[config.mk]
export PLATFORM = sky130hd
export DESIGN_NAME = learned_daily_switch_timer
export DESIGN_NICKNAME = d
export VERILOG_FILES = /design/src/hdl/ldst_pkg.sv /design/src/hdl/ldst_core.sv /design/src/hdl/learned_daily_switch_timer.sv
export SDC_FILE = /design/constraint.sdc
export NUM_CORES = 1
export LEC_CHECK = 0
export BUFFER_PORTS_ARGS = -buffer_cell sky130_fd_sc_hd__buf_2
export CAP_MARGIN = 20
export CORE_ASPECT_RATIO = 1.75
export CORE_UTILIZATION = 39
export DETAILED_ROUTE_END_ITERATION = 10
export GPL_TIMING_DRIVEN = 0
export HOLD_SLACK_MARGIN = 0.06
export PLACE_DENSITY_LB_ADDON = 0.3
export SLEW_MARGIN = 25
export SYNTH_ARGS = -nofsm -noshare
export SYNTH_HDL_FRONTEND = slang
export SYNTH_SLANG_ARGS = --single-unit
[constraint.sdc]
create_clock -name clk -period 4.05 [get_ports clk]
set_clock_uncertainty 0.15 [all_clocks]
set_input_delay 0.81 -clock clk [delete_from_list [all_inputs] [get_ports clk]]
set_output_delay 0.81 -clock clk [all_outputs]
set_load 0.005 [all_outputs]
[src/hdl/ldst_pkg.sv]
package ldst_pkg;

    // Field widths
    localparam int unsigned HoldW  = 8;
    localparam int unsigned TickW  = 16;
    localparam int unsigned DayW   = 14;
    localparam int unsigned CfgW   = 16;
    localparam int unsigned CfgIdxW = 2;

    // Register reset values
    localparam logic [HoldW-1:0] DebounceHoldRst = 8'd100;
    localparam logic [TickW-1:0] TicksPerStepRst = 16'd40150;
    localparam logic [DayW-1:0]  StepsPerDayRst  = 14'd8640;

    // Smallest usable day length
    localparam logic [DayW-1:0]  MinStepsPerDay  = 14'd2;

    // Number of captured switch times once configured
    localparam logic [1:0]       CapturedFull    = 2'd2;

    // Register indexes
    typedef enum logic [CfgIdxW-1:0] {
        REG_DEBOUNCE_HOLD  = 2'd0,
        REG_TICKS_PER_STEP = 2'd1,
        REG_STEPS_PER_DAY  = 2'd2
    } cfg_reg_t;

    // One result word
    typedef struct packed {
        logic            lamp_on;
        logic            led_on;
        logic            is_configured;
        logic [DayW-1:0] time_of_day;
    } result_t;

endpackage

[src/hdl/ldst_core.sv]
module ldst_core
    import ldst_pkg::*;
(
    input  logic               clk,
    input  logic               rst_n,
    input  logic               cfg_we,
    input  logic [CfgIdxW-1:0] cfg_index,
    input  logic [CfgW-1:0]    cfg_data,
    input  logic               tick,
    input  logic               button_level,
    output result_t            result
);

    logic [HoldW-1:0] debounce_hold_reg;
    logic [TickW-1:0] ticks_per_step_reg;
    logic [DayW-1:0]  steps_per_day_reg;

    logic [TickW-1:0] prescale_reg, prescale_next;
    logic [DayW-1:0]  day_step_reg, day_step_next;
    logic [DayW-1:0]  on_time_reg, on_time_next;
    logic [DayW-1:0]  off_time_reg, off_time_next;
    logic [1:0]       captured_reg, captured_next;
    logic [HoldW-1:0] hold_reg, hold_next;
    logic             stable_reg, stable_next;
    logic             prev_reg, prev_next;
    logic             lamp_reg, lamp_next;
    logic             led_reg, led_next;

    logic             configured;
    logic             press;
    logic [HoldW-1:0] hold_loaded;
    logic [TickW-1:0] prescale_inc;
    logic [DayW-1:0]  day_inc;
    logic             lamp_step;

    // Write configuration registers
    always_ff @(posedge clk or negedge rst_n)
    begin
        if (!rst_n)
        begin
            debounce_hold_reg  <= DebounceHoldRst;
            ticks_per_step_reg <= TicksPerStepRst;
            steps_per_day_reg  <= StepsPerDayRst;
        end
        else if (cfg_we)
        begin
            case (cfg_reg_t'(cfg_index))
                REG_DEBOUNCE_HOLD:  debounce_hold_reg  <= cfg_data[HoldW-1:0];
                REG_TICKS_PER_STEP: ticks_per_step_reg <= cfg_data[TickW-1:0];
                REG_STEPS_PER_DAY:  steps_per_day_reg  <= cfg_data[DayW-1:0];
                default: ;
            endcase
        end
    end

    assign configured = (captured_reg == CapturedFull);

    // Debounce the button while unconfigured
    always_comb
    begin
        hold_loaded = (button_level != prev_reg) ? debounce_hold_reg : hold_reg;
        hold_next   = hold_reg;
        stable_next = stable_reg;
        prev_next   = prev_reg;
        press       = 1'b0;
        if (!configured)
        begin
            prev_next = button_level;
            if (hold_loaded != '0)
            begin
                hold_next = hold_loaded - HoldW'(1);
            end
            else
            begin
                hold_next = hold_loaded;
                if (button_level != stable_reg)
                begin
                    stable_next = button_level;
                    press       = button_level;
                end
            end
        end
    end

    // Advance prescaler, day counter, LED and lamp
    always_comb
    begin
        prescale_inc  = prescale_reg + TickW'(1);
        day_inc       = day_step_reg + DayW'(1);
        prescale_next = prescale_inc;
        day_step_next = day_step_reg;
        led_next      = led_reg;
        lamp_step     = lamp_reg;
        if (prescale_inc == ticks_per_step_reg)
        begin
            prescale_next = '0;
            if (day_inc == steps_per_day_reg || steps_per_day_reg < MinStepsPerDay)
                day_step_next = '0;
            else
                day_step_next = day_inc;
            if (configured)
            begin
                led_next = ~led_reg;
                if (day_step_next == on_time_reg)
                    lamp_step = 1'b1;
                else if (day_step_next == off_time_reg)
                    lamp_step = 1'b0;
            end
        end
    end

    // Capture switch times and flip the lamp on a press
    always_comb
    begin
        on_time_next  = on_time_reg;
        off_time_next = off_time_reg;
        captured_next = captured_reg;
        lamp_next     = lamp_step;
        if (press)
        begin
            if (captured_reg == '0)
                on_time_next = day_step_next;
            else
                off_time_next = day_step_next;
            captured_next = captured_reg + 2'd1;
            lamp_next     = ~lamp_step;
        end
    end

    // Hold state, update on each tick
    always_ff @(posedge clk or negedge rst_n)
    begin
        if (!rst_n)
        begin
            prescale_reg <= '0;
            day_step_reg <= '0;
            on_time_reg  <= '0;
            off_time_reg <= '0;
            captured_reg <= '0;
            hold_reg     <= '0;
            stable_reg   <= 1'b0;
            prev_reg     <= 1'b0;
            lamp_reg     <= 1'b0;
            led_reg      <= 1'b1;
        end
        else if (tick)
        begin
            prescale_reg <= prescale_next;
            day_step_reg <= day_step_next;
            on_time_reg  <= on_time_next;
            off_time_reg <= off_time_next;
            captured_reg <= captured_next;
            hold_reg     <= hold_next;
            stable_reg   <= stable_next;
            prev_reg     <= prev_next;
            lamp_reg     <= lamp_next;
            led_reg      <= led_next;
        end
    end

    // Form the result word from the next state
    always_comb
    begin
        result.lamp_on       = lamp_next;
        result.led_on        = led_next;
        result.is_configured = (captured_next == CapturedFull);
        result.time_of_day   = day_step_next;
    end

endmodule

[src/hdl/learned_daily_switch_timer.sv]
// Lamp timer that learns its daily on and off times from two button presses.
// Input channel: in_valid / in_stall carry one base tick with the raw button
// level. Output channel: out_valid / out_stall return one result word per tick
// (lamp_on, led_on, is_configured, time_of_day).
// Configuration: cfg_we with cfg_index and cfg_data writes debounce_hold (0),
// ticks_per_step (1) or steps_per_day (2); write only while the block is idle.
// A tick accepted at an edge is loaded into the result register, or into the
// skid register while the output stalls. Throughput: one tick per cycle while
// in_stall is low; the whole tick update is one pass of counter increments
// and compares between the state registers and the result register.
// A two-word output stage (result register plus skid register) lets a tick be
// accepted while the previous result is still stalled; in_stall rises only
// when both words are full, and no word is dropped or repeated.
// Reset (rst_n low, asynchronous) restores the register defaults, clears the
// counters and captured times, turns the lamp off and the LED on, and empties
// the output stage.
module learned_daily_switch_timer
    import ldst_pkg::*;
(
    input  logic               clk,
    input  logic               rst_n,
    input  logic               cfg_we,
    input  logic [CfgIdxW-1:0] cfg_index,
    input  logic [CfgW-1:0]    cfg_data,
    input  logic               in_valid,
    output logic               in_stall,
    input  logic               button_level,
    output logic               out_valid,
    input  logic               out_stall,
    output logic               lamp_on,
    output logic               led_on,
    output logic               is_configured,
    output logic [DayW-1:0]    time_of_day
);

    logic    take_in;
    logic    out_free;
    result_t new_word;
    result_t out_reg;
    result_t skid_reg;
    logic    out_valid_reg;
    logic    skid_valid_reg;

    assign in_stall = skid_valid_reg;
    assign take_in  = in_valid && !skid_valid_reg;
    assign out_free = !out_valid_reg || !out_stall;

    ldst_core u_core (
        .clk          (clk),
        .rst_n        (rst_n),
        .cfg_we       (cfg_we),
        .cfg_index    (cfg_index),
        .cfg_data     (cfg_data),
        .tick         (take_in),
        .button_level (button_level),
        .result       (new_word)
    );

    // Track which output words hold results
    always_ff @(posedge clk or negedge rst_n)
    begin
        if (!rst_n)
        begin
            out_valid_reg  <= 1'b0;
            skid_valid_reg <= 1'b0;
        end
        else if (out_free)
        begin
            out_valid_reg  <= skid_valid_reg || take_in;
            skid_valid_reg <= 1'b0;
        end
        else if (take_in)
        begin
            skid_valid_reg <= 1'b1;
        end
    end

    // Load the result and skid words
    always_ff @(posedge clk)
    begin
        if (out_free)
        begin
            if (skid_valid_reg)
                out_reg <= skid_reg;
            else if (take_in)
                out_reg <= new_word;
        end
        else if (take_in)
        begin
            skid_reg <= new_word;
        end
    end

    assign out_valid     = out_valid_reg;
    assign lamp_on       = out_reg.lamp_on;
    assign led_on        = out_reg.led_on;
    assign is_configured = out_reg.is_configured;
    assign time_of_day   = out_reg.time_of_day;

endmodule

# Yosys cells after proc, flatten, opt, wreduce, memory -nomap -nowiden
# Cells that the tools add are included.
dict set report classes {
  n_addsub 4
  order_cmp 1
  eq_ne 10
  muxes 21
  bitwise 6
  n_reduce_logical 21
}
# operator count
set ops {}
lappend ops {{$eq 14x14->1} 3}
lappend ops {{$mux 14} 3}
lappend ops {{$mux 17} 2}
lappend ops {{$add 16x1->16 const B} 1}
lappend ops {{$eq 16x16->1} 1}
lappend ops {{$mux 16} 1}
lappend ops {{$mux 8} 2}
lappend ops {{$add 14x1->14 const B} 1}
lappend ops {{$lt 14x2->1 const B} 1}
lappend ops {{$mux 1} 12}
lappend ops {{$reduce_and 2->1} 6}
lappend ops {{$reduce_bool 8->1} 1}
lappend ops {{$sub 8x1->8 const B} 1}
lappend ops {{$eq 2x2->1 const B} 3}
lappend ops {{$not 1->1} 6}
lappend ops {{$reduce_and 3->1} 2}
lappend ops {{$logic_not 2->1} 2}
lappend ops {{$reduce_and 4->1} 1}
lappend ops {{$reduce_bool 2->1} 2}
lappend ops {{$logic_not 1->1} 3}
lappend ops {{$logic_or 1x1->1} 3}
lappend ops {{$add 2x1->2 const B} 1}
lappend ops {{$eq 2x1->1 const B} 1}
lappend ops {{$mux 2} 1}
lappend ops {{2 further kinds} 3}
dict set report totals {
  ff_bits 146
  inputBits 24
  output_inout_bits 19
  elab_cells 86
}

# Depth between registers and ports, before layout
dict set report logic_depth {
  ltp_word 14
  ltp_mapped 16
  depth_no_buf 12
}

# By module
# From an unflattened synthesis, not the netlist that was laid out.
dict set report hier_totals {
  cells_unflattened 833
  hier_area_um2 8333.0
}
# module n_inst cells_per_inst area_each_um2 seq_area_each_um2
set by_module_without_submodules {}
lappend by_module_without_submodules {ldst_core 1 773 7004.2 2773.9}
lappend by_module_without_submodules {learned_daily_switch_timer 1 60 1328.8 1071.0}

# Worst setup path before layout
# Ideal clock, no wire load.
dict set report synth_timing {
  path_kind {input to register}
  start {input button_level}
  end {register out_reg (netlist bit lamp_on), data pin}
  setup_time_ns 0.273
  t_arrival_ns 3.390
  t_required_ns 3.627
  path_slack_ns 0.237
  stages 10
  n_path_buf 1
  path_cell_list {xnor2_1 -> mux2i_1 -> ha_1 -> o21ai_0 -> or3_1 -> buf_2 -> nor3b_2 -> nor2_1 -> a222oi_1 -> o41ai_1}
}
dict set report synth_between {
  elab_chain_len 8
  elab_cells_between_ends 10
  cone_classes {2 x eq/ne; 7 x mux; 1 x reduce/logical}
}
# element line
set synth_rtl {}
lappend synth_rtl {{from (decl)} learned_daily_switch_timer.sv:27} ;# input logic button_level,
lappend synth_rtl {{$ne 1x1->1} ldst_core.sv:61} ;# hold_loaded = (button_level != prev_reg) ? debounce_hold_reg : hold_reg;
lappend synth_rtl {{$mux 8} ldst_core.sv:61}
lappend synth_rtl {{$reduce_bool 8->1} ldst_core.sv:69} ;# if (hold_loaded != '0)
lappend synth_rtl {{$mux 1 *} ldst_core.sv:69}
lappend synth_rtl {{$mux 1 *} ldst_core.sv:66} ;# if (!configured)
lappend synth_rtl {{$mux 1 *} ldst_core.sv:119} ;# if (press)
lappend synth_rtl {{$mux 17 *} learned_daily_switch_timer.sv:85} ;# else if (take_in)
lappend synth_rtl {{$mux 17 *} learned_daily_switch_timer.sv:83} ;# if (skid_valid_reg)
lappend synth_rtl {{to (signal assigned)} learned_daily_switch_timer.sv:84} ;# out_reg <= skid_reg;
lappend synth_rtl {{to (signal assigned)} learned_daily_switch_timer.sv:86} ;# out_reg <= new_word;
lappend synth_rtl {{to (decl)} learned_daily_switch_timer.sv:39} ;# result_t out_reg;
# Mark *: on every way between the ends. The rest lies on a longest branch, timed or not. The select of a mux whose other input is x is not followed.
# A chain may end at the register's enable or synchronous reset.

# Worst setup path after layout
dict set report layout_timing {
  start {register u_core.day_step_reg[1]}
  end {register out_reg (netlist bit lamp_on), data pin}
}
dict set report layout_between {
  elab_chain_len 14
  elab_cells_between_ends 15
  cone_classes {1 x add/sub; 3 x eq/ne; 9 x mux; 1 x bitwise; 1 x reduce/logical}
}
# element line
set layout_rtl {}
lappend layout_rtl {{from (decl)} ldst_core.sv:19} ;# logic [DayW-1:0] day_step_reg, day_step_next;
lappend layout_rtl {{from (signal assigned)} ldst_core.sv:149} ;# day_step_reg <= day_step_next;
lappend layout_rtl {{$add 14x1->14 *} ldst_core.sv:89} ;# day_inc = day_step_reg + DayW'(1);
lappend layout_rtl {{$eq 14x14->1} ldst_core.sv:97} ;# if (day_inc == steps_per_day_reg || steps_per_day_reg < MinStepsPerDay)
lappend layout_rtl {{$logic_or 1x1->1} ldst_core.sv:97}
lappend layout_rtl {{$mux 14 *} ldst_core.sv:97}
lappend layout_rtl {{$mux 14 *} ldst_core.sv:94} ;# if (prescale_inc == ticks_per_step_reg)
lappend layout_rtl {{$eq 14x14->1} ldst_core.sv:106} ;# else if (day_step_next == off_time_reg)
lappend layout_rtl {{$mux 1} ldst_core.sv:106}
lappend layout_rtl {{$mux 1 *} ldst_core.sv:104} ;# if (day_step_next == on_time_reg)
lappend layout_rtl {{$mux 1 *} ldst_core.sv:101} ;# if (configured)
lappend layout_rtl {{$mux 1 *} ldst_core.sv:94}
lappend layout_rtl {{$not 1->1} ldst_core.sv:126} ;# lamp_next = ~lamp_step;
lappend layout_rtl {{$mux 1 *} ldst_core.sv:119}
lappend layout_rtl {{$mux 17 *} learned_daily_switch_timer.sv:85}
lappend layout_rtl {{$mux 17 *} learned_daily_switch_timer.sv:83}
# Marks and branches as above.

==> results.toml <==
[global_route]
global_route.usage.total_pct = 22.3
initial_antenna_violation_count = 0
grt_pass1_wl_microns = 38100
grt_pass1_vias = 7013
grt_start_max_net_pins = 72
overflow = 0

[pwr]
comb_power_share_pct = 30.4
swShare_pct = 34.6
share_clk_of_total_power_pct = 29.7
intPower_mw = 3.28
netSwitchingPower_mw = 1.74
cellPowerDensity_nw_per_um2 = 498
leakage_nw = 3.93
maximum_vdd_drop_mv = 0.240
share_seq_of_total_power_pct = 40.0

[cts]
numClockSinks = 146
clkLatencyLatePin_ns = 0.43
clkSlewWorstSetupHoldPaths_ns = 0.06
ctsHtreeMaxLevel = 4
cts_buffer_depth = 2
cts_hold_buffers = 0
tritoncts.num_buffers = 17
tritoncts = "yes"
clk_root_buffer_cell = "sky130_fd_sc_hd__clkbuf_16"

[placement]
place_area_sq_um = 9360
post_detail_place_hpwl_microns = 18200
port-buffer-count = 42
place_worst_setup_slack_ns = -1.03
routabilityCongestion = 0.871

[sta]
fin_setup_tns_ns = 0
rsz0062_at_grt = "yes"
max_clock_freq_mhz = 256
finalHoldViolations = 0
final_min_period_over_clock_period_pct = 96.6
worst_slew_margin_rel_pct = 39.1
final_max_slew_viol_count = 0
setup_viol_count_final = 0
worst_slack_ns = 0.139
finalWorstPathRequiredPeriod_ns = 3.91
worst_tran_pin_value_ns = 0.912

[critical_path]
slowest_stage = "sky130_fd_sc_hd__or4b_2"
cp_top_family = "simple AND/OR/NAND/NOR gates"
worst-r2r-setup-slack_ns = 0.14
crit_chain = "ha_1 -> buf_2 -> and4_2 -> buf_2 -> nand4_1 -> xor2_2 -> or4b_2 -> a211oi_2 -> o221ai_2 -> a2111oi_4 -> buf_4 -> a222oi_1 -> o41ai_1"
top_cell_by_count_worst_path = "sky130_fd_sc_hd__buf_2"
worst-endpoint-required_ns = 4.14
worstSetupStartpointType = "register"
worstPathMaxFanout = 8
endpoint_kind = "register"
worstPathArrival_ns = 4.00
critPathBufInv = 3
criticalPathCategory = "reg -> reg"
cpPeakStageDelay_ns = 0.66

[run]
timing.max_cap.violations = 0

[yosys]
ys_warn_count = 0
synth.cell_area_sq_um = 8710
netlist_instances = 885
share_of_synthesized_cell_area_in_full_adder_half_adder_and_majority_cells_pct = 0.862
synth.net_count = 915
yosys_register_bits = 146
post_synth_xor_area_fraction_pct = 6.58
synth_top_family_by_area = "simple AND/OR/NAND/NOR gates"
synth-edff-count = 34
netlist-cell-type-count = 87
synth_async_sr_flop_share_pct = 76.7
synth.area.mux_share_pct = 7.83
synth-compound-area-share_pct = 16.9
ys.flop_type = "sky130_fd_sc_hd__dfrtp_1"
post_synthesis_simple_gate_area_fraction_pct = 18.6
syn_area_per_cell_sq_um = 9.84
synth_sequential_area_ratio_pct = 44.2

[outcome]
run_status = "finished, final reports clean"

[finish]
antenna_cells_inserted = 0
sequential_cell_area_sq_um = 3850
final_instance_area_sq_um = 10100
syn_to_final_growth_pct = 15.7
largest_register_ffs = 17
final_layout_size_suffix_gt1_share_pct = 25.1
multi_input_comb_area_sq_um = 4530
layout_nets = 988
filler_cell_count = 2156

[drt]
drt_pre_antenna_iters = 6
post_route_drc = 0
vias = 7185
routed_via_density = 5.67
first_iter_violations = 506
post_drt_wl_per_cell_microns = 19.2
routed_wirelength_microns = 24400
drtAntennaViolNets = 0

[floorplan]
die-height_microns = 200
rows = 72
i_o_pin_cnt = 43
core_region_area_sq_um = 22000
initial_core_util_pct = 39.6
dieArea_sq_um = 23000
die_w_microns = 115

[min_path]
hp-class = "in -> async"
path summary, 6_finish.rpt:
| kind | start | endpoint | cells past startpoint |
|---|---|---|---|
| setup / recovery | u_core.day_step_reg[1]$_DFFE_PN0P_ | lamp_on$_DFFE_PP_ | 13 |
| hold / removal | rst_n | out_valid$_DFFE_PN0N_ | 1 |
| setup reg to reg | u_core.day_step_reg[1]$_DFFE_PN0P_ | lamp_on$_DFFE_PP_ | 13 |
| hold reg to reg | u_core.hold_reg[1]$_DFFE_PN0P_ | u_core.hold_reg[1]$_DFFE_PN0P_ | 2 |
| max in group asynchronous | rst_n | u_core.ticks_per_step_reg[15]$_DFFE_PN1P_ | 2 |
| min in group clk | u_core.hold_reg[1]$_DFFE_PN0P_ | u_core.hold_reg[1]$_DFFE_PN0P_ | 2 |
power by group through the flow:
stage                     Sequential, mW  Combinational [mW]  Clock (mW)
after floorplan                     1.97                1.11           0
after global placement              2.02                1.44           0
after detailed placement            2.03                1.48           0
after CTS                           2.01                1.49        1.52
after global routing                2.04                1.68        1.57
final                               2.01                1.52        1.49
through the flow:
| step | hold WS, ns | instances | util [%] | power, mW |
|---|---|---|---|---|
| 3_3_place_gp | 0.313 | 1223 | 42.3 | 3.46 |
| 3_5_place_dp | 0.331 | 1226 | 42.6 | 3.51 |
| 2_1_floorplan | 0.300 | 885 | - | 3.08 |
| 4_1_cts | 0.163 | 1258 | 45.2 | 5.02 |
| 5_1_grt | 0.178 | 1267 | 45.9 | 5.29 |
| 6_report | 0.149 | 1267 | 45.9 | 5.02 |
layout make-up:
class | instances | area share, %
buffer | 51 | 3.34
clock buffer | 19 | 4.30
clock inverter | 13 | 1.12
inverter | 29 | 1.08
multi-input combinational | 658 | 44.9
sequential | 146 | 38.2
tap | 296 | 3.67
timing repair buffer | 55 | 3.39
synth_stat cells, drive strengths merged, types with 19 or more instances:
library cell | instances | area, sq um
a21oi | 19 | 95.1
mux2 | 57 | 642
nor2 | 37 | 141
nand3 | 26 | 168
xor2 | 21 | 191
xnor2 | 41 | 359
inv | 29 | 109
buf | 22 | 141
nor3 | 26 | 130
clkbuf | 30 | 195
edfxtp | 34 | 1020
dfrtp | 95 | 2380
nand2 | 129 | 484
o21ai | 99 | 495
per-layer routing:
metal / GRT usage, % / vias to the layer above / wire length, microns
met1: 23.1 / 3526 / 8930
li1: - / 3364 / -
met2: 41.1 / 214 / 13200
met5: 0 / - / 0
met3: 2.97 / 81 / 773
met4: 14.7 / 0 / 1470
timing repair:
| action | in CTS | in global routing |
|---|---|---|
| setup endpoints to repair | 37 | 53 |
| gates cloned | 0 | 0 |
| resized for setup | 7 | 20 |
| pin swaps | 1 | 4 |
| buffers inserted | 0 | 10 |
layout by cell type, fill, tap and decap left out, drive strengths merged, types with 6 or more instances in the layout:
cell and count:
o21ai 99, o31a 6, clkbuf 47, mux2 57, nand2b 8, nand2 129, clkinv 6, nor4 13
dfstp 17, o31ai 14, a311oi 6, a31oi 10, nand3 26, nor3 26, dfrtp 95, xnor2 41
inv 30, a21oi 19, xor2 21, or3 7, o21a 10, ha 6, edfxtp 34, nand4 12
and2 7, nor2 37, nand3b 7, buf 78
cell families after synthesis:
kind of cell / count (synthesis)
mux: 61
compound gates: 219
buf+inv: 81
simple gates: 309
flops: 146
fa+ha+maj: 6
xor+xnor: 63
Note: power is estimated with default switching activity, not from simulation.
